[src/hw/rtl/lbp_pkg.sv]
// Shared types, sizes and helpers for the 3x3 LBP code stream.
// No dependencies; every file that uses this package refers to it by scoped names.
package lbp_pkg;

  localparam int MAX_WIDTH  = 1024;
  localparam int MAX_HEIGHT = 4096;
  localparam int COL_W      = $clog2(MAX_WIDTH);
  localparam int ROW_W      = $clog2(MAX_HEIGHT);
  localparam int CFGW_W     = 11;               // frame_width register
  localparam int CFGH_W     = 13;               // frame_height register
  localparam int HT_W       = ROW_W + 1;
  localparam int CW_W       = (COL_W + 1 > CFGW_W) ? COL_W + 1 : CFGW_W;
  localparam int CFG_DATA_W = (CFGW_W > CFGH_W) ? CFGW_W : CFGH_W;
  localparam int CFG_IDX_W  = 2;
  localparam int PIX_W      = 8;

  localparam logic [CFG_IDX_W-1:0] REG_FRAME_WIDTH  = CFG_IDX_W'(0);
  localparam logic [CFG_IDX_W-1:0] REG_FRAME_HEIGHT = CFG_IDX_W'(1);

  localparam logic [CFGW_W-1:0] WIDTH_RESET  = CFGW_W'(640);
  localparam logic [CFGH_W-1:0] HEIGHT_RESET = CFGH_W'(480);

  // position of the request being accepted
  typedef struct packed {
    logic [COL_W-1:0] col;
    logic             emit;
    logic             last;
  } pos_t;

  // request held in the read stage
  typedef struct packed {
    logic             emit;
    logic             last;
    logic [PIX_W-1:0] px;
  } item_t;

  function automatic logic [CW_W-1:0] eff_width(input logic [CFGW_W-1:0] w);
    logic [CW_W-1:0] e;
    e = CW_W'(w);
    if (e < CW_W'(3)) e = CW_W'(3);
    if (e > CW_W'(MAX_WIDTH)) e = CW_W'(MAX_WIDTH);
    return e;
  endfunction

  function automatic logic [HT_W-1:0] eff_height(input logic [CFGH_W-1:0] h);
    logic [CFGH_W-1:0] e;
    e = h;
    if (e < CFGH_W'(3)) e = CFGH_W'(3);
    if (e > CFGH_W'(MAX_HEIGHT)) e = CFGH_W'(MAX_HEIGHT);
    return e[HT_W-1:0];
  endfunction

endpackage

[src/hw/rtl/lbp_if.sv]


interface lbp_code_if;
  logic                       valid;
  logic                       ready;
  logic [lbp_pkg::PIX_W-1:0]  lbp_code;
  logic                       last_code;
  modport source (output valid, output lbp_code, output last_code, input ready);
  modport sink   (input valid, input lbp_code, input last_code, output ready);
endinterface

[src/hw/rtl/lbp_window.sv]
// 3x3 window shift and code compare, with the output register.
// Depends on lbp_pkg and lbp_code_if.
module lbp_window (
  input  logic                       clk_i,
  input  logic                       rst_ni,
  input  logic                       step_i,
  input  lbp_pkg::item_t             item_i,
  input  logic [lbp_pkg::PIX_W-1:0]  top_i,
  input  logic [lbp_pkg::PIX_W-1:0]  mid_i,
  output logic                       room_o,
  lbp_code_if.source                 code_o
);

  // 0..2: column col-2 top/mid/bot, 3..5: column col-1
  logic [lbp_pkg::PIX_W-1:0] window_q [6];
  logic [lbp_pkg::PIX_W-1:0] c;
  logic [lbp_pkg::PIX_W-1:0] code_d, code_q;
  logic                      last_q;
  logic                      valid_q;

  assign c = window_q[4];

  always_comb begin
    code_d[7] = window_q[0] > c;
    code_d[6] = window_q[3] > c;
    code_d[5] = top_i > c;
    code_d[4] = mid_i > c;
    code_d[3] = item_i.px > c;
    code_d[2] = window_q[5] > c;
    code_d[1] = window_q[2] > c;
    code_d[0] = window_q[1] > c;
  end

  assign room_o = !valid_q || code_o.ready;

  always_ff @(posedge clk_i or negedge rst_ni) begin
    if (!rst_ni) begin
      for (int i = 0; i < 6; i++) window_q[i] <= '0;
      valid_q <= 1'b0;
    end else begin
      if (step_i) begin
        window_q[0] <= window_q[3];
        window_q[1] <= window_q[4];
        window_q[2] <= window_q[5];
        window_q[3] <= top_i;
        window_q[4] <= mid_i;
        window_q[5] <= item_i.px;
      end
      if (step_i && item_i.emit) begin
        valid_q <= 1'b1;
      end else if (code_o.ready) begin
        valid_q <= 1'b0;
      end
    end
  end

  always_ff @(posedge clk_i) begin
    if (step_i && item_i.emit) begin
      code_q <= code_d;
      last_q <= item_i.last;
    end
  end

  assign code_o.valid     = valid_q;
  assign code_o.lbp_code  = code_q;
  assign code_o.last_code = last_q;

endmodule

[src/flat_wrapper.sv]
// flat-port wrapper written by rule: the top's interface ports become plain ports
module lbp_window_flat 
  (clk_i, rst_ni, step_i, item_i, top_i, mid_i, room_o, code_o_valid, code_o_lbp_code, code_o_last_code, code_o_ready);
  lbp_code_if code_o_i ();
  input  logic clk_i;
  input  logic rst_ni;
  input  logic step_i;
  input  lbp_pkg::item_t item_i;
  input  logic [lbp_pkg::PIX_W-1:0] top_i;
  input  logic [lbp_pkg::PIX_W-1:0] mid_i;
  output logic room_o;
  output wire logic [$bits(code_o_i.valid)-1:0] code_o_valid;
  output wire logic [$bits(code_o_i.lbp_code)-1:0] code_o_lbp_code;
  output wire logic [$bits(code_o_i.last_code)-1:0] code_o_last_code;
  input wire logic [$bits(code_o_i.ready)-1:0] code_o_ready;
  assign code_o_valid = code_o_i.valid;
  assign code_o_lbp_code = code_o_i.lbp_code;
  assign code_o_last_code = code_o_i.last_code;
  assign code_o_i.ready = code_o_ready;
  lbp_window u_core (.clk_i(clk_i), .rst_ni(rst_ni), .step_i(step_i), .item_i(item_i), .top_i(top_i), .mid_i(mid_i), .room_o(room_o), .code_o(code_o_i));
endmodule
[config.mk]
export PLATFORM = sky130hd
export DESIGN_NAME = lbp_window_flat
export DESIGN_NICKNAME = d
export VERILOG_FILES = /design/src/hw/rtl/lbp_pkg.sv /design/src/hw/rtl/lbp_if.sv /design/src/hw/rtl/lbp_window.sv /design/src/flat_wrapper.sv
export SDC_FILE = /design/constraint.sdc
export NUM_CORES = 1
export LEC_CHECK = 0
export ABC_AREA = 1
export BUFFER_PORTS_ARGS = -buffer_cell sky130_fd_sc_hd__buf_2
export CAP_MARGIN = 20
export CORE_MARGIN = 4
export CORE_UTILIZATION = 53
export CTS_CLUSTER_DIAMETER = 60
export DETAILED_ROUTE_END_ITERATION = 10
export PLACE_DENSITY = 0.87
export SLEW_MARGIN = 15
export SYNTH_ARGS = -nofsm -noshare
export SYNTH_HDL_FRONTEND = slang
export SYNTH_SLANG_ARGS = --single-unit
export TNS_END_PERCENT = 20
[constraint.sdc]
create_clock -name clk_i -period 1.4 [get_ports clk_i]
set_input_delay 0.21 -clock clk_i [delete_from_list [all_inputs] [get_ports clk_i]]
set_output_delay 0.21 -clock clk_i [all_outputs]
set_load 0.05 [all_outputs]
== Yosys cells after proc, flatten, opt, wreduce, memory -nomap -nowiden ==
Cells that the tools add are included.

* Bits in registers: 58
* Word-level logic and storage cells: 23

* $lt $le $gt $ge: 8
* Mux-type cells: 2
* Reduce and logical (&&, ||, !) cells: 4

{| class="wikitable"
|+ Operator list
! cell !! count
|-
| $gt 8x8->1 || 8
|-
| $mux 1 || 2
|-
| $reduce_bool 2->1 || 1
|-
| $logic_and 1x1->1 || 1
|-
| $logic_not 1->1 || 1
|-
| $logic_or 1x1->1 || 1
|}

== Logic depth before layout (Yosys ltp) ==
* Depth in word-level cells: 2
* Depth in mapped cells: 9
* Depth with buffers taken out: 9

== Least setup slack after synthesis ==
OpenSTA, ideal clock, no wires.

* Path type: flip-flop to flip-flop
* From: register u_core.window_q, in the netlist u_core.c[7]
* To: register u_core.code_q, in the netlist u_core.code_o.lbp_code[3], data pin
* Setup time: 256 ps
* Data arrival time: 1148 ps
* Path slack: -5 ps
* Cell stages (with the launch flop): 6
* Path buffers: 0
* Clock period less this slack: 1405 ps
* Path through: dfrtp_1 inv_1 ha_1 a21o_1 nor2_1 a21oi_1

* Longest elaborated chain between the ends: 1

{| class="wikitable"
|+ Ends and longest elaborated chain
! what !! line !! text
|-
| start: declaration || lbp_window.sv:15 || <nowiki>logic [lbp_pkg::PIX_W-1:0] window_q [6];</nowiki>
|-
| $gt 8x8->1 || lbp_window.sv:28 || <nowiki>code_d[3] = item_i.px > c;</nowiki>
|-
| named net u_core.code_d, one bit || lbp_window.sv:17 || <nowiki>logic [lbp_pkg::PIX_W-1:0] code_d, code_q;</nowiki>
|-
| end signal: assignment || lbp_window.sv:59 || <nowiki>code_q <= code_d;</nowiki>
|-
| end: declaration || lbp_window.sv:17 ||
|}

The timed path passes the listed nets, and every way through them passes these cells.
A chain may end at the register's enable or synchronous reset.

== Final worst setup path ==
* From: register u_core.window_q, in the netlist u_core.c[6]
* To: register u_core.code_q, in the netlist u_core.code_o.lbp_code[1], data pin

* Longest elaborated chain between the ends: 1

{| class="wikitable"
|+ Ends and longest elaborated chain
! what !! line !! text
|-
| $gt 8x8->1 || lbp_window.sv:30 || <nowiki>code_d[1] = window_q[2] > c;</nowiki>
|-
| named net u_core.code_d, one bit || lbp_window.sv:17 ||
|}

The timed path passes the listed nets, and every way through them passes these cells.

==> results by group <==
Outcome
  • Outcome: finished with violations
  • Violated checks: setup timing

GRT
  • Pin count of the biggest net entering global routing: 50
  • Global-route wire length before repair: ~17,000 microns
  • Total congestion overflow: 0
  • Vias in the first global route: between 3,000 and 4,000
  • Antenna violations before repair: 0
  • GRT Util Overall: 0.261

Timing
  • Worst Tran Pin Value: ~370 ps
  • PnR worst setup slack: -241 ps
  • Min Hold Slack: 18.2 ps
  • Clk_skew: between 9 and 10 ps
  • Fin crit period: approximately 1600 ps
  • Endpoints failing hold: 0
  • Fin crit share: 1.17
  • Slew margin rel.: 0.756
  • Slew Limit Fails: 0
  • Final-report setup violation count: 8
  • Max Freq: between 600 and 700 MHz
  • RSZ-0062 raised after global routing: yes

Worst setup path
  • Crit path largest cell delay: 370 ps
  • Worst-path fanout max: 5
  • CP startpoint kind: register
  • Crit path required time: 1520 ps
  • Buffers & Inverters on Critical Path: 2
  • Worst EP arrival: roughly 1800 ps
  • Setup CP Type: reg2reg
  • CP max-delay cell: dfrtp_1
  • CP Cell Sequence: inv_2 > buf_8 > ha_1 > nand2_2 > nor2_4 > nand3_1 > nor2_1 > a21oi_1
  • CP Capture Type: register
  • Largest delay share family, worst path: simple AND/OR/NAND/NOR gates

Clock tree
  • Htree depth: 3
  • Clk buf depth: 2
  • # clock sinks: just under 60
  • CTS clk-pin slew, worst paths: about 70 ps
  • Clock latency on the worst-skew pair: roughly 370 ps
  • Num CTS Buffers: 9
  • CTS tree: done
  • CTS root buffer: clkbuf_8

Final layout
  • Area delta synth->final: 37.6%
  • ANT cells: 0
  • Multi-input logic area: 2510 sq um
  • Final nets: roughly 600
  • Fillers: about 370
  • Register area: about 1500 sq um
  • Layout cells sized above 1: 0.361

Drt
  • DRC viols: 0
  • Detailed Routing Iterations Pass 1: 5
  • Via Count: roughly 3,700
  • Detail Route Antenna Nets: 0
  • Wirelength, routed: about 13,000 microns
  • Initial DRC count: between 400 and 500
  • DR vias/cell: about 6.3
  • DR WL/cell: about 22 microns

Pwr
  • Static leakage: around 2.5 nW
  • Max VDD drop: ~710 uV
  • PwrDens: around 1200 nW/um^2

Die
  • Die height: 91.3 microns
  • Starting Density: 0.544
  • Rows: 30
  • # IOs: 41
  • Die X-Extent: around 91 microns
  • Placeable Area: about 6800 sq um
  • Die area: between 8000 and 9000 sq um

Synthesis
  • Synth top area share: 0.334
  • Number of synthesized register bits: 58
  • Sequential-to-total area share from yosys stat: 0.407
  • Cells after synthesis: 431
  • Mapped Area: ~3700 sq um
  • Syn_nets: 525
  • Synth top area cells: dfrtp_1 (33%), ha_1 (22%), nand2_1 (15%), edfxtp_1 (7.4%), inv_1 (4.8%)
  • Leading area contributor after synthesis: dfrtp_1
  • Count of different cell masters after synthesis: 14
  • Syn Area/Cell: about 8.5 sq um
  • Synth warnings: 0

Run
  • Max-cap viol count: 0

Placement
  • Final HPWL DP: approximately 6600 microns
  • Placement Setup Slack: -183 ps
  • IO Port Bufs: 40
  • Placer Congestion: roughly 0.84

Min path
  • HP Class: in2reg
-- state kept, by name, indices dropped and copies added (netlist names) --
signal and flops:
u_core.window_q 40, u_core.code_o.valid 1, u_core.code_o.last_code 1, u_core.code_o.lbp_code 8, u_core.c 8
-- cells in the mapped netlist --
cell / number
nand2_1: 147
ha_1: 64
dfrtp_1: 49
inv_1: 47
nor2_1: 32
a21oi_1: 24
o21ai_0: 22
o21ai_2: 10
edfxtp_1: 9
a21o_1: 8
nand3_1: 8
buf_6: 7
buf_4: 3
inv_6: 1
-- what timing repair did --
item                                    CTS  global route
setup buffers                             1             3
hold buffers                              1             0
endpoints found under the setup margin    8             8
gates resized for setup                  30            78
hold endpoints to repair                 49             0
pin swaps                                10            23
-- final cells by class --
| type | instances | share of cell area |
|---|---|---|
| inverter | 48 | 0.0371 |
| clock inverter | 6 | 0.0161 |
| sequential | 58 | 0.296 |
| multi-input combinational | 315 | 0.498 |
| timing repair buffer | 73 | 0.108 |
| tap | 80 | 0.0198 |
| clock buffer | 10 | 0.0252 |
-- path summary, 6_finish.rpt --
path                                                             to  cells after the start  slack (ps)                             from
worst max-delay path            u_core.code_o.lbp_code[1]$_DFFE_PP_                      8        -240          u_core.c[6]$_DFFE_PN0P_
worst min-delay path              u_core.code_o.last_code$_DFFE_PP_                      1          20                        item_i[8]
worst max register to register  u_core.code_o.lbp_code[1]$_DFFE_PP_                      8        -240          u_core.c[6]$_DFFE_PN0P_
worst min register to register      u_core.code_o.valid$_DFFE_PN0P_                      2         490  u_core.code_o.valid$_DFFE_PN0P_
max in group asynchronous                   u_core.c[4]$_DFFE_PN0P_                      3         770                           rst_ni
min in group asynchronous           u_core.window_q[19]$_DFFE_PN0P_                      3         380                           rst_ni
-- per-stage QoR --
stage                     total power, mW  cells  area (sq um)  utilization  setup TNS [ps]
after floorplan                      2.86    431          3670            -               0
after global placement               3.25    569          4150        0.614            -310
after detailed placement             3.37    569          4150        0.614            -997
after CTS                            5.17    587          4530        0.671            -680
after global routing                 6.08    590          5050        0.748           -1630
final                                5.86    590          5050        0.748           -1220
-- worst register-to-register path: cells and delay by family (launching register included) --
kind,cells,cell delay [ps]
AO/OA/AOI/OAI,1,80
flip-flops,1,370
AND/OR/NAND/NOR,4,430
buffers and inverters,2,200
adder cells (fa/ha/maj),1,310
-- placed cells by master, fill, tap and decap left out --
cell / instances
nand2_2: 14
nand3_1: 2
inv_6: 1
buf_6: 5
ha_4: 34
a21oi_2: 7
nor2_1: 18
nor2_2: 7
o21ai_2: 10
buf_8: 2
dlygate4sd3_1: 1
clkinv_1: 1
inv_2: 6
buf_4: 20
a21oi_1: 17
inv_1: 40
inv_4: 1
nand2_1: 128
nand3_2: 6
nor2_4: 7
clkbuf_1: 1
a21o_1: 8
dfrtp_1: 49
clkbuf_8: 9
ha_1: 30
buf_2: 40
clkinvlp_4: 1
edfxtp_1: 9
buf_12: 5
bufinv_16: 2
nand2_4: 5
clkinv_2: 2
o21ai_0: 22
-- power by group --
| group | leakage [nW] | total (mW) | switching [mW] | internal [mW] |
|---|---|---|---|---|
| Sequential | 0.688 | 2.04 | 0.151 | 1.89 |
| Combinational | 1.67 | 2.06 | 1.18 | 0.882 |
| Clock | 0.104 | 1.76 | 0.770 | 0.990 |
| Total | 2.46 | 5.86 | 2.10 | 3.76 |
-- kinds of logic after synthesis --
kind of cell             share of synthesized area
AO/OA/AOI/OAI                                0.103
adder cells (fa/ha/maj)                      0.218
buffers and inverters                       0.0780
flip-flops                                   0.407
AND/OR/NAND/NOR                              0.194
-- per-layer routing --
layer / vias up / wire, microns / GRT usage
met5: - / 0 / 0
met2: 335 / 6230 / 0.462
met1: 1712 / 4470 / 0.278
met4: 0 / 1140 / 0.180
li1: 1543 / - / -
met3: 117 / 1210 / 0.0497
Note: power is estimated with default switching activity, not from simulation.
