`config.mk`:
```
export PLATFORM = sky130hd
export DESIGN_NAME = lbp_position
export DESIGN_NICKNAME = d
export VERILOG_FILES = /design/src/hw/rtl/lbp_pkg.sv /design/src/hw/rtl/lbp_position.sv
export SDC_FILE = /design/constraint.sdc
export NUM_CORES = 1
export LEC_CHECK = 0
export BUFFER_PORTS_ARGS = -buffer_cell sky130_fd_sc_hd__buf_2
export CAP_MARGIN = 0
export CORE_MARGIN = 8
export CORE_UTILIZATION = 40
export CTS_CLUSTER_SIZE = 30
export DETAILED_ROUTE_END_ITERATION = 7
export PLACE_DENSITY = 0.64
export SLEW_MARGIN = 25
export SYNTH_ARGS = -nofsm -noshare
export SYNTH_HDL_FRONTEND = slang
export SYNTH_SLANG_ARGS = --single-unit
```
`constraint.sdc`:
```
create_clock -name clk_i -period 17.5 [get_ports clk_i]
set_clock_uncertainty 0.1 [all_clocks]
set_input_delay 1.75 -clock clk_i [delete_from_list [all_inputs] [get_ports clk_i]]
set_output_delay 1.75 -clock clk_i [all_outputs]
set_load 0.1 [all_outputs]
```
`src/hw/rtl/lbp_pkg.sv`:
```
// Shared types, sizes and helpers for the 3x3 LBP code stream.
// No dependencies; every file that uses this package refers to it by scoped names.
package lbp_pkg;

  localparam int MAX_WIDTH  = 1024;
  localparam int MAX_HEIGHT = 4096;
  localparam int COL_W      = $clog2(MAX_WIDTH);
  localparam int ROW_W      = $clog2(MAX_HEIGHT);
  localparam int CFGW_W     = 11;               // frame_width register
  localparam int CFGH_W     = 13;               // frame_height register
  localparam int HT_W       = ROW_W + 1;
  localparam int CW_W       = (COL_W + 1 > CFGW_W) ? COL_W + 1 : CFGW_W;
  localparam int CFG_DATA_W = (CFGW_W > CFGH_W) ? CFGW_W : CFGH_W;
  localparam int CFG_IDX_W  = 2;
  localparam int PIX_W      = 8;

  localparam logic [CFG_IDX_W-1:0] REG_FRAME_WIDTH  = CFG_IDX_W'(0);
  localparam logic [CFG_IDX_W-1:0] REG_FRAME_HEIGHT = CFG_IDX_W'(1);

  localparam logic [CFGW_W-1:0] WIDTH_RESET  = CFGW_W'(640);
  localparam logic [CFGH_W-1:0] HEIGHT_RESET = CFGH_W'(480);

  // position of the request being accepted
  typedef struct packed {
    logic [COL_W-1:0] col;
    logic             emit;
    logic             last;
  } pos_t;

  // request held in the read stage
  typedef struct packed {
    logic             emit;
    logic             last;
    logic [PIX_W-1:0] px;
  } item_t;

  function automatic logic [CW_W-1:0] eff_width(input logic [CFGW_W-1:0] w);
    logic [CW_W-1:0] e;
    e = CW_W'(w);
    if (e < CW_W'(3)) e = CW_W'(3);
    if (e > CW_W'(MAX_WIDTH)) e = CW_W'(MAX_WIDTH);
    return e;
  endfunction

  function automatic logic [HT_W-1:0] eff_height(input logic [CFGH_W-1:0] h);
    logic [CFGH_W-1:0] e;
    e = h;
    if (e < CFGH_W'(3)) e = CFGH_W'(3);
    if (e > CFGH_W'(MAX_HEIGHT)) e = CFGH_W'(MAX_HEIGHT);
    return e[HT_W-1:0];
  endfunction

endpackage

```
`src/hw/rtl/lbp_position.sv`:
```
// Column/row tracker: places each accepted pixel in the frame.
// Depends on lbp_pkg.
module lbp_position (
  input  logic                        clk_i,
  input  logic                        rst_ni,
  input  logic                        accept_i,
  input  logic                        start_frame_i,
  input  logic [lbp_pkg::CW_W-1:0]    width_i,
  input  logic [lbp_pkg::HT_W-1:0]    height_i,
  output lbp_pkg::pos_t               pos_o
);

  logic [lbp_pkg::COL_W-1:0] column_count_q, column_count_d;
  logic [lbp_pkg::ROW_W-1:0] row_count_q, row_count_d;
  logic [lbp_pkg::COL_W-1:0] col;
  logic [lbp_pkg::ROW_W-1:0] row;
  logic [lbp_pkg::HT_W-1:0]  rc;
  logic [lbp_pkg::CW_W-1:0]  col_inc;
  logic [lbp_pkg::HT_W-1:0]  row_inc;

  always_comb begin
    col = column_count_q;
    rc  = lbp_pkg::HT_W'(row_count_q);
    // width shrunk under us: end the row
    if (lbp_pkg::CW_W'(column_count_q) >= width_i) begin
      col = '0;
      rc  = rc + lbp_pkg::HT_W'(1);
    end
    if (rc >= height_i) rc = '0;
    if (start_frame_i) begin
      col = '0;
      rc  = '0;
    end
    row = rc[lbp_pkg::ROW_W-1:0];

    pos_o.col  = col;
    pos_o.emit = (row >= lbp_pkg::ROW_W'(2)) && (col >= lbp_pkg::COL_W'(2));
    pos_o.last = (lbp_pkg::HT_W'(row) == height_i - lbp_pkg::HT_W'(1)) &&
                 (lbp_pkg::CW_W'(col) == width_i - lbp_pkg::CW_W'(1));

    col_inc = lbp_pkg::CW_W'(col) + lbp_pkg::CW_W'(1);
    row_inc = lbp_pkg::HT_W'(row) + lbp_pkg::HT_W'(1);
    if (col_inc >= width_i) begin
      column_count_d = '0;
      row_count_d    = (row_inc >= height_i) ? '0 : row_inc[lbp_pkg::ROW_W-1:0];
    end else begin
      column_count_d = col_inc[lbp_pkg::COL_W-1:0];
      row_count_d    = row;
    end
  end

  always_ff @(posedge clk_i or negedge rst_ni) begin
    if (!rst_ni) begin
      column_count_q <= '0;
      row_count_q    <= '0;
    end else if (accept_i) begin
      column_count_q <= column_count_d;
      row_count_q    <= row_count_d;
    end
  end

endmodule

```
==> Word-level counts from Yosys, hierarchy flattened <==
Index checks and enable logic that the tools add are counted.
{ "totals": {"input_bits": 28, "regBits": 22, "output_inout_bits": 12, "wordCells": 25} }
{ "classes": {"mux": 8, "n_addsub": 5, "reduce_logical": 2, "n_eq_ne": 2, "order_cmp": 6} }
{ "op_table": {"columns": ["cell", "n"], "rows": [
  ["12-bit 2-to-1 mux", 4],
  ["10-bit 2-to-1 mux", 3],
  ["12-bit by 1-bit adder with 13-bit output (second input constant)", 2],
  ["13-bit greater-or-equal comparator", 2],
  ["12-bit by 13-bit equality test with 1-bit output", 1],
  ["13-bit 2-to-1 mux", 1],
  ["13-bit by 1-bit subtractor with 13-bit output (second input constant)", 1],
  ["12-bit by 2-bit greater-or-equal comparator with 1-bit output (second input constant)", 1],
  ["10-bit by 1-bit adder with 11-bit output (second input constant)", 1],
  ["10-bit by 11-bit equality test with 1-bit output", 1],
  ["10-bit by 11-bit greater-or-equal comparator with 1-bit output", 1],
  ["11-bit greater-or-equal comparator", 1],
  ["11-bit by 1-bit subtractor with 11-bit output (second input constant)", 1],
  ["10-bit by 2-bit greater-or-equal comparator with 1-bit output (second input constant)", 1],
  ["1-bit logical AND", 2]
]} }

==> Longest topological paths before layout <==
Gate-level depths: netlist of the first run.
{ "logic_depth": {"word_depth": 9, "depth_mapped": 30, "mapped_depth_nobuf": 28} }

==> Worst setup path after synthesis of the first run <==
OpenSTA, ideal clock, no wires.
{ "synth_timing": {"path_type": "input to output", "startpoint": "input port width_i[8] (netlist bit)", "endpoint": "output port pos_o[0] (netlist bit)", "setup_slack_ps": 7314, "n_path_buf": 2, "required_time_ps": 15650, "arrival_ps": 8336, "cell_stages": 22, "cell_sequence": "inv_1 -> ha_1 -> a211o_1 -> o211a_1 -> a31oi_4 -> buf_4 -> a21oi_2 -> xnor2_1 -> inv_1 -> ha_1 -> a41o_1 -> a21oi_1 -> o31ai_1 -> clkbuf_1 -> nor2_1 -> ha_1 -> o2111ai_1 -> or3_1 -> a221o_1 -> nor4_2 -> o2111ai_1 -> a2111oi_2"} }
{ "synth_lines": {"columns": ["item", "line", "text"], "rows": [
  ["from (decl)", "lbp_position.sv:8", "input logic [lbp_pkg::CW_W-1:0] width_i,"],
  ["to (decl)", "lbp_position.sv:10", "output lbp_pkg::pos_t pos_o"]
]} }

==> reports/summary.txt, run 1 <==
STATUS
---------------------------------------------------------------------------------
Status                                                                  completed

STA
---------------------------------------------------------------------------------
Worst rel slew slack                                                        0.439
Fmax achieved                                                           0.103 GHz
Tcrit/Tclk final                                                            0.556
Final Hold Viols                                                                0
Post-route minimum period                                                 9.72 ns
Hold Worst Slack                                                         0.545 ns
Worst setup slack after layout                                            7.78 ns
Pins Over Slew Limit                                                            0
Final setup TNS                                                              0 ns
RSZ-0062 raised after global routing                                           no
Transition time of the tightest slew-check pin                           0.838 ns
Endpoints failing setup                                                         0

FLOORPLAN
---------------------------------------------------------------------------------
Core outline area                                                        9550 um2
Number of top-level pins                                                       40
Row cnt                                                                        36
Initial Util                                                                0.404
Die height                                                                 114 um
Area of the die                                                         13000 um2
Die outline width                                                          114 um

SYNTH
---------------------------------------------------------------------------------
Dominant register cell in the synthesized netlist                    sky130_fd_sc_hd__dfrtp_1
Number of distinct library cells after synthesis                               64
Count leader, synth                                                  sky130_fd_sc_hd__inv_1
Proportion of synthesized chip area in sequential cells                     0.143
Mean instance size in the synthesized netlist                            7.54 um2
Flop and latch count out of synthesis                                          22
Top cells by instance count after synthesis                          59 x sky130_fd_sc_hd__inv_1, 54 x sky130_fd_sc_hd__ha_1, 49 x sky130_fd_sc_hd__xnor2_1
Synthesized instance count                                                    512
Area fraction of the dominant cell type after synthesis                     0.175
Leading post-synthesis cells by cell area                            sky130_fd_sc_hd__ha_1 18%, sky130_fd_sc_hd__dfrtp_1 14%, sky130_fd_sc_hd__xnor2_1 11%
Most area-hungry cell type in the Yosys netlist                      sky130_fd_sc_hd__ha_1
Number of warning messages in the yosys log                                     0
Netlist area before placement                                            3860 um2
Ys async rst share                                                           1.00
EDFF count, synth                                                               0
Synthesized Nets                                                              594

PLACED DESIGN
---------------------------------------------------------------------------------
Cell total after placement                                                    672
DPL Wire Length                                                           9.89 mm
Port-buffer cells                                                              39
RePlAce Congestion                                                          0.944
Worst setup slack before clock tree synthesis                             7.85 ns

POWER
---------------------------------------------------------------------------------
Power, Total                                                           0.000173 W
Leakage power figure                                                      1.96 nW
Max VDD drop                                                          0.0000278 V
Cell area power density                                               40.8 nW/um2

CLOCK NETWORK
---------------------------------------------------------------------------------
Clock transition at the registers of the reported paths                   0.08 ns
Number of buffers created by CTS                                                3
Root Buffer Master                                                   sky130_fd_sc_hd__clkbuf_8
TritonCTS clock tree                                                          yes
Count of cells resized by post-cts repair                                       0
Number of hold buffers added after CTS                                          0
Bufs on Longest Clock Path                                                      2
Post-CTS setup buffer count                                                     0
Clock insertion delay at the later pin of the skew report                 0.27 ns
Number of H-tree branching levels                                               1
Total clock sinks                                                              22

CELLS AND AREA
---------------------------------------------------------------------------------
Number of diodes                                                                0
Layout net count                                                              626
Fill cell count                                                              1024
Area growth from synthesis to layout                                        9.95%
Proportion of layout cells with a drive suffix above 1                      0.129
Final instance count without filler cells                                     676

GLOBAL ROUTING
---------------------------------------------------------------------------------
Global-route wire length before repair                                    19.8 mm
Total gr overflow                                                               0
Initial antenna violation count                                                 0
Maximum number of pins on one net before global-route repair                   44
Number of global-route vias before repair                                    3896
Aggregate global-route resource usage                                       0.188

WORST SETUP PATH
---------------------------------------------------------------------------------
Crit Path Category                                                      in -> out
Worst Path Max Fanout                                                          15
Depth of the worst register-to-register path                                   27
Startpoint of the lowest-slack register-to-register path             column_count_q[8]
Startpoint types                                                       input port
Most frequent cell on the critical path                              sky130_fd_sc_hd__ha_1
Worst setup EP type                                                    output pin
Crit path buffers/inverters                                                     5
CP Data Required Time                                                    15.65 ns
Slowest stage cell, crit path                                        sky130_fd_sc_hd__a2111oi_0
Setup slack, reg-to-reg                                                   9.69 ns
Signal arrival time at the worst endpoint                                 7.87 ns
Longest individual stage delay on the worst path                          0.73 ns
RR Endpoint                                                          row_count_q[3]
Cells along the critical path                                        buf_2, inv_1, ha_1, and4_1, nand2_1, a2111oi_0, xnor2_1, ha_1, nand4_1, inv_1, a2111oi_0, o31ai_1, buf_4, nor2_1, ha_1, o2111ai_1, or3_1, a221o_1, nor4_2, o2111ai_1, a2111oi_2, buf_2
Family with the most delay on the worst path                         compound AO/OA/AOI/OAI gates

MIN PATH
---------------------------------------------------------------------------------
Terminating pin of the worst hold path                               column_count_q[0]
Worst Hold Class                                                       reg -> reg
Hold-critical path depth                                                        2
Worst hold start                                                     column_count_q[0]

ROUTING
---------------------------------------------------------------------------------
Detailed Route WL                                                         12.1 mm
Final ANT Viol Nets                                                             0
Number of optimization iterations in the first detailed-route pass              5
Number of vias in the routed layout                                          3941
Via density                                                                  5.83
Iter 0 DRT Violations                                                         289
WL/cell                                                                   17.9 um
DRC violation count after routing                                               0

RUN
---------------------------------------------------------------------------------
Max-capacitance violation count                                                 0

## cells by family (layout without fill, tap and decap cells)
family | count (synthesis) | after routing | share of synthesized area
xor gates and xnor gates | 55 | 55 | 0.128
buffers and inverters | 76 | 107 | 0.0762
DFF | 22 | 22 | 0.143
adders and majority gates | 54 | 54 | 0.175
muxes | 4 | 4 | 0.0107
AOI/OAI and AO/OA | 119 | 119 | 0.220
and+or+nand+nor | 182 | 182 | 0.247
## routing by layer
| layer | GRT usage | part of all wire | wire length [um] | up-vias |
|---|---|---|---|---|
| met5 | 0 | 0 | 0 | - |
| met4 | 0.0639 | 0.027 | 322 | 0 |
| met3 | 0.0232 | 0.055 | 664 | 23 |
| met2 | 0.321 | 0.47 | 5640 | 138 |
| met1 | 0.238 | 0.45 | 5450 | 1847 |
| li1 | - | - | - | 1933 |
## report_power, final
part           internal, W   total, W  switching, W
sequential       0.0000532  0.0000576    0.00000444
clock            0.0000201  0.0000392     0.0000190
combinational    0.0000264  0.0000763     0.0000499
## how the worst max path moves through the flow
stage | end | cells past startpoint | start
floorplan | pos_o[0] | 22 | width_i[8]
global placement | pos_o[0] | 22 | width_i[9]
detailed placement | pos_o[0] | 22 | width_i[9]
CTS | pos_o[0] | 22 | width_i[9]
global route | pos_o[0] | 22 | width_i[9]
finish | pos_o[0] | 22 | width_i[9]
## sequential cells by signal, indices dropped and copies added, names as in the netlist
signal	flops
row_count_q	12
column_count_q	10
## through the flow
| step | area, um2 | utilization |
|---|---|---|
| detailed placement | 4190 | 0.439 |
| global placement | 4190 | 0.439 |
| CTS | 4240 | 0.444 |
| finish | 4240 | 0.444 |
| floorplan | 3860 | - |
| global route | 4240 | 0.444 |
## cell usage in the layout, fill, tap and decap left out, drive strengths merged, types with 5 or more instances in the layout
master   instances
o21ai           23
dfrtp           22
nor3            15
nor4            14
and3             8
a2111oi          5
xor2             5
nor2b            6
a21oi           26
nand3           26
o211a            5
a211oi           6
a31oi            6
inv             60
ha              54
nor2            41
nand2           33
buf             43
xnor2           49
or3              8
a31o             9
o31ai            5
o32ai            5
nand4           12
## final cells by class
class | count | area (um2) | area share
sequential | 22 | 551 | 0.130
tap | 133 | 166 | 0.0392
timing repair buffer | 43 | 225 | 0.0531
multi-input combinational | 414 | 3020 | 0.712
inverter | 60 | 225 | 0.0531
clock buffer | 4 | 55.1 | 0.0130
## worst reg2reg max path: stages (launching register included)
cell                        delay, ns
sky130_fd_sc_hd__dfrtp_1         0.48
sky130_fd_sc_hd__ha_1            0.33
sky130_fd_sc_hd__and4_1          0.35
sky130_fd_sc_hd__nand2_1         0.33
sky130_fd_sc_hd__a2111oi_0       0.73
sky130_fd_sc_hd__xnor2_1         0.27
sky130_fd_sc_hd__ha_1            0.35
sky130_fd_sc_hd__nand4_1         0.15
sky130_fd_sc_hd__inv_1           0.05
sky130_fd_sc_hd__a2111oi_0       0.51
sky130_fd_sc_hd__o31ai_1         0.15
sky130_fd_sc_hd__buf_4           0.22
sky130_fd_sc_hd__nor2_1          0.39
sky130_fd_sc_hd__ha_1            0.31
sky130_fd_sc_hd__o211ai_1        0.13
sky130_fd_sc_hd__nor4_1          0.64
sky130_fd_sc_hd__xor2_1          0.28
sky130_fd_sc_hd__ha_1            0.29
sky130_fd_sc_hd__a21o_1          0.18
sky130_fd_sc_hd__a21oi_1         0.22
sky130_fd_sc_hd__nor2b_1         0.07
sky130_fd_sc_hd__o311ai_0        0.35
sky130_fd_sc_hd__a31oi_1         0.14
sky130_fd_sc_hd__nor3_1          0.15
sky130_fd_sc_hd__buf_4           0.22
sky130_fd_sc_hd__inv_1           0.06
sky130_fd_sc_hd__o22ai_1         0.13
sky130_fd_sc_hd__a31o_2          0.16
No activity file was read; power rests on OpenSTA's default activity.
==> inputs of run 2 (changes only) <==
--- a/config.mk
+++ b/config.mk
@@ -11,7 +11,7 @@
 export CORE_UTILIZATION = 40
 export CTS_CLUSTER_SIZE = 30
 export DETAILED_ROUTE_END_ITERATION = 7
-export PLACE_DENSITY = 0.64
+export PLACE_DENSITY = 0.66
 export SLEW_MARGIN = 25
 export SYNTH_ARGS = -nofsm -noshare
 export SYNTH_HDL_FRONTEND = slang
==> constraint.sdc (replaced) <==
create_clock -name clk_i -period 8.4 [get_ports clk_i]
set_clock_uncertainty 0.1 [all_clocks]
set_input_delay 0.84 -clock clk_i [delete_from_list [all_inputs] [get_ports clk_i]]
set_output_delay 0.84 -clock clk_i [all_outputs]
set_load 0.1 [all_outputs]
==> reports/summary.txt, run 2 (synthesized netlist as in run 1, its figures left out) <==
GLOBAL ROUTING
---------------------------------------------------------------------------------
Aggregate global-route resource usage                                       0.187
Number of global-route vias before repair                                    4002
Global-route wire length before repair                                    20.1 mm
Maximum number of pins on one net before global-route repair                   44
Initial antenna violation count                                                 0
Total gr overflow                                                               0

WORST SETUP PATH
---------------------------------------------------------------------------------
Most frequent cell on the critical path                              sky130_fd_sc_hd__ha_1
Setup slack, reg-to-reg                                                   0.92 ns
Worst setup EP type                                                     flip-flop
Longest individual stage delay on the worst path                          0.72 ns
Startpoint types                                                       input port
Signal arrival time at the worst endpoint                                 7.82 ns
CP Data Required Time                                                     8.46 ns
Crit Path Category                                                      in -> reg
Slowest stage cell, crit path                                        sky130_fd_sc_hd__a2111oi_0
Worst Path Max Fanout                                                          14

STA
---------------------------------------------------------------------------------
Pins Over Slew Limit                                                            0
Post-route minimum period                                                 7.75 ns
Endpoints failing setup                                                         0
Transition time of the tightest slew-check pin                           0.780 ns
Final Hold Viols                                                                0
Worst rel slew slack                                                        0.476
Fmax achieved                                                           0.129 GHz
Final setup TNS                                                              0 ns
Hold Worst Slack                                                         0.432 ns
Tcrit/Tclk final                                                            0.923
RSZ-0062 raised after global routing                                           no

PLACED DESIGN
---------------------------------------------------------------------------------
Port-buffer cells                                                              39
DPL Wire Length                                                           9.82 mm
Area after detailed placement                                            4200 um2
Cell total after placement                                                    673
RePlAce Congestion                                                          0.949

CELLS AND AREA
---------------------------------------------------------------------------------
Register with the highest flop count                                  row_count_q
Non-Filler Cell Area, Final                                              4280 um2
Biggest regs                                                         row_count_q x12, column_count_q x10
Most used cells in the layout excluding fill and tap cells           59 x sky130_fd_sc_hd__inv_1, 54 x sky130_fd_sc_hd__ha_1, 49 x sky130_fd_sc_hd__xnor2_1
Number of diodes                                                                0
Footprint of the multi-input gates                                       3020 um2
Final core occ                                                              0.448
Area growth from synthesis to layout                                        11.0%
Layout net count                                                              627
Proportion of layout cells with a drive suffix above 1                      0.131
Max reg flops                                                                  12
Commonest non-fill, non-tap cell in the layout                       sky130_fd_sc_hd__inv_1
Fill cell count                                                               990
Final instance count without filler cells                                     677
Register cell area after layout                                           551 um2

POWER
---------------------------------------------------------------------------------
Cell area power density                                               88.6 nW/um2
Leakage power figure                                                      1.97 nW
Max VDD drop                                                          0.0000770 V

ROUTING
---------------------------------------------------------------------------------
WL/cell                                                                   17.7 um
Number of optimization iterations in the first detailed-route pass              5
Met2 wire len                                                             5.60 mm
DRC violation count after routing                                               0
WL met1                                                                   5.40 mm
Final ANT Viol Nets                                                             0
Via density                                                                  5.88
Number of vias in the routed layout                                          3981
Iter 0 DRT Violations                                                         343
Detailed Route WL                                                         12.0 mm
Routed length on met3                                                      591 um
Top routing layer in use                                                     met4

CLOCK NETWORK
---------------------------------------------------------------------------------
Total clock sinks                                                              22
Clock transition at the registers of the reported paths                   0.09 ns
Post-CTS setup buffer count                                                     0
Root Buffer Master                                                   sky130_fd_sc_hd__clkbuf_8
Bufs on Longest Clock Path                                                      2
Number of H-tree branching levels                                               1
TritonCTS clock tree                                                          yes
Clock insertion delay at the later pin of the skew report                 0.27 ns
Number of buffers created by CTS                                                3
Number of hold buffers added after CTS                                          0
Count of cells resized by post-cts repair                                       0

FLOORPLAN
---------------------------------------------------------------------------------
Die outline width                                                          114 um
Number of top-level pins                                                       40
Core outline area                                                        9550 um2
Area of the die                                                         13000 um2
Initial Util                                                                0.404
Row cnt                                                                        36
Die height                                                                 114 um

STATUS
---------------------------------------------------------------------------------
Status                                                                  completed

MIN PATH
---------------------------------------------------------------------------------
Worst Hold Class                                                      in -> async

RUN
---------------------------------------------------------------------------------
Max-capacitance violation count                                                 0

## run 2: worst paths after layout
path,from,to,depth (start not counted)
min,rst_ni,column_count_q[2],1
min in group clk_i,row_count_q[2],row_count_q[2],2
max in group asynchronous,rst_ni,column_count_q[7],1
max,width_i[9],row_count_q[3],29
min reg2reg,row_count_q[2],row_count_q[2],2
max reg2reg,column_count_q[8],row_count_q[3],27
## run 2: layout make-up
cell class / instances / share of cell area
clock buffers: 3 / 0.00964
repair buffers: 44 / 0.0579
clock inverters: 1 / 0.00701
multi-input cells: 414 / 0.705
flip-flops and latches: 22 / 0.129
well taps: 133 / 0.0389
inverters: 60 / 0.0526
## run 2: stage by stage
step,power (W),setup slack [ns]
5_1_grt,0.000403,0.0982
3_3_place_gp,0.000275,0.353
6_report,0.000379,0.645
4_1_cts,0.000380,0.550
2_1_floorplan,0.000232,0.0340
3_5_place_dp,0.000279,0.279
## run 2: critical path, delay by kind of cell
kind | cells | cell delay (ns)
AO/OA/AOI/OAI | 8 | 2.15
XOR/XNOR | 2 | 0.46
adder cells (fa/ha/maj) | 4 | 1.29
buffers and inverters | 6 | 0.71
AND/OR/NAND/NOR | 9 | 2.34
## run 2: metal layers
| layer | up-vias | GRT usage |
|---|---|---|
| met4 | 0 | 0.0736 |
| met2 | 149 | 0.319 |
| met1 | 1877 | 0.239 |
| met3 | 22 | 0.0169 |
| li1 | 1933 | - |
| met5 | - | 0 |
## run 2: where the power goes
part / switching (W) / internal (W)
logic: 0.000104 / 0.0000549
registers: 0.00000907 / 0.000111
clock network: 0.0000367 / 0.0000637
total: 0.000150 / 0.000229
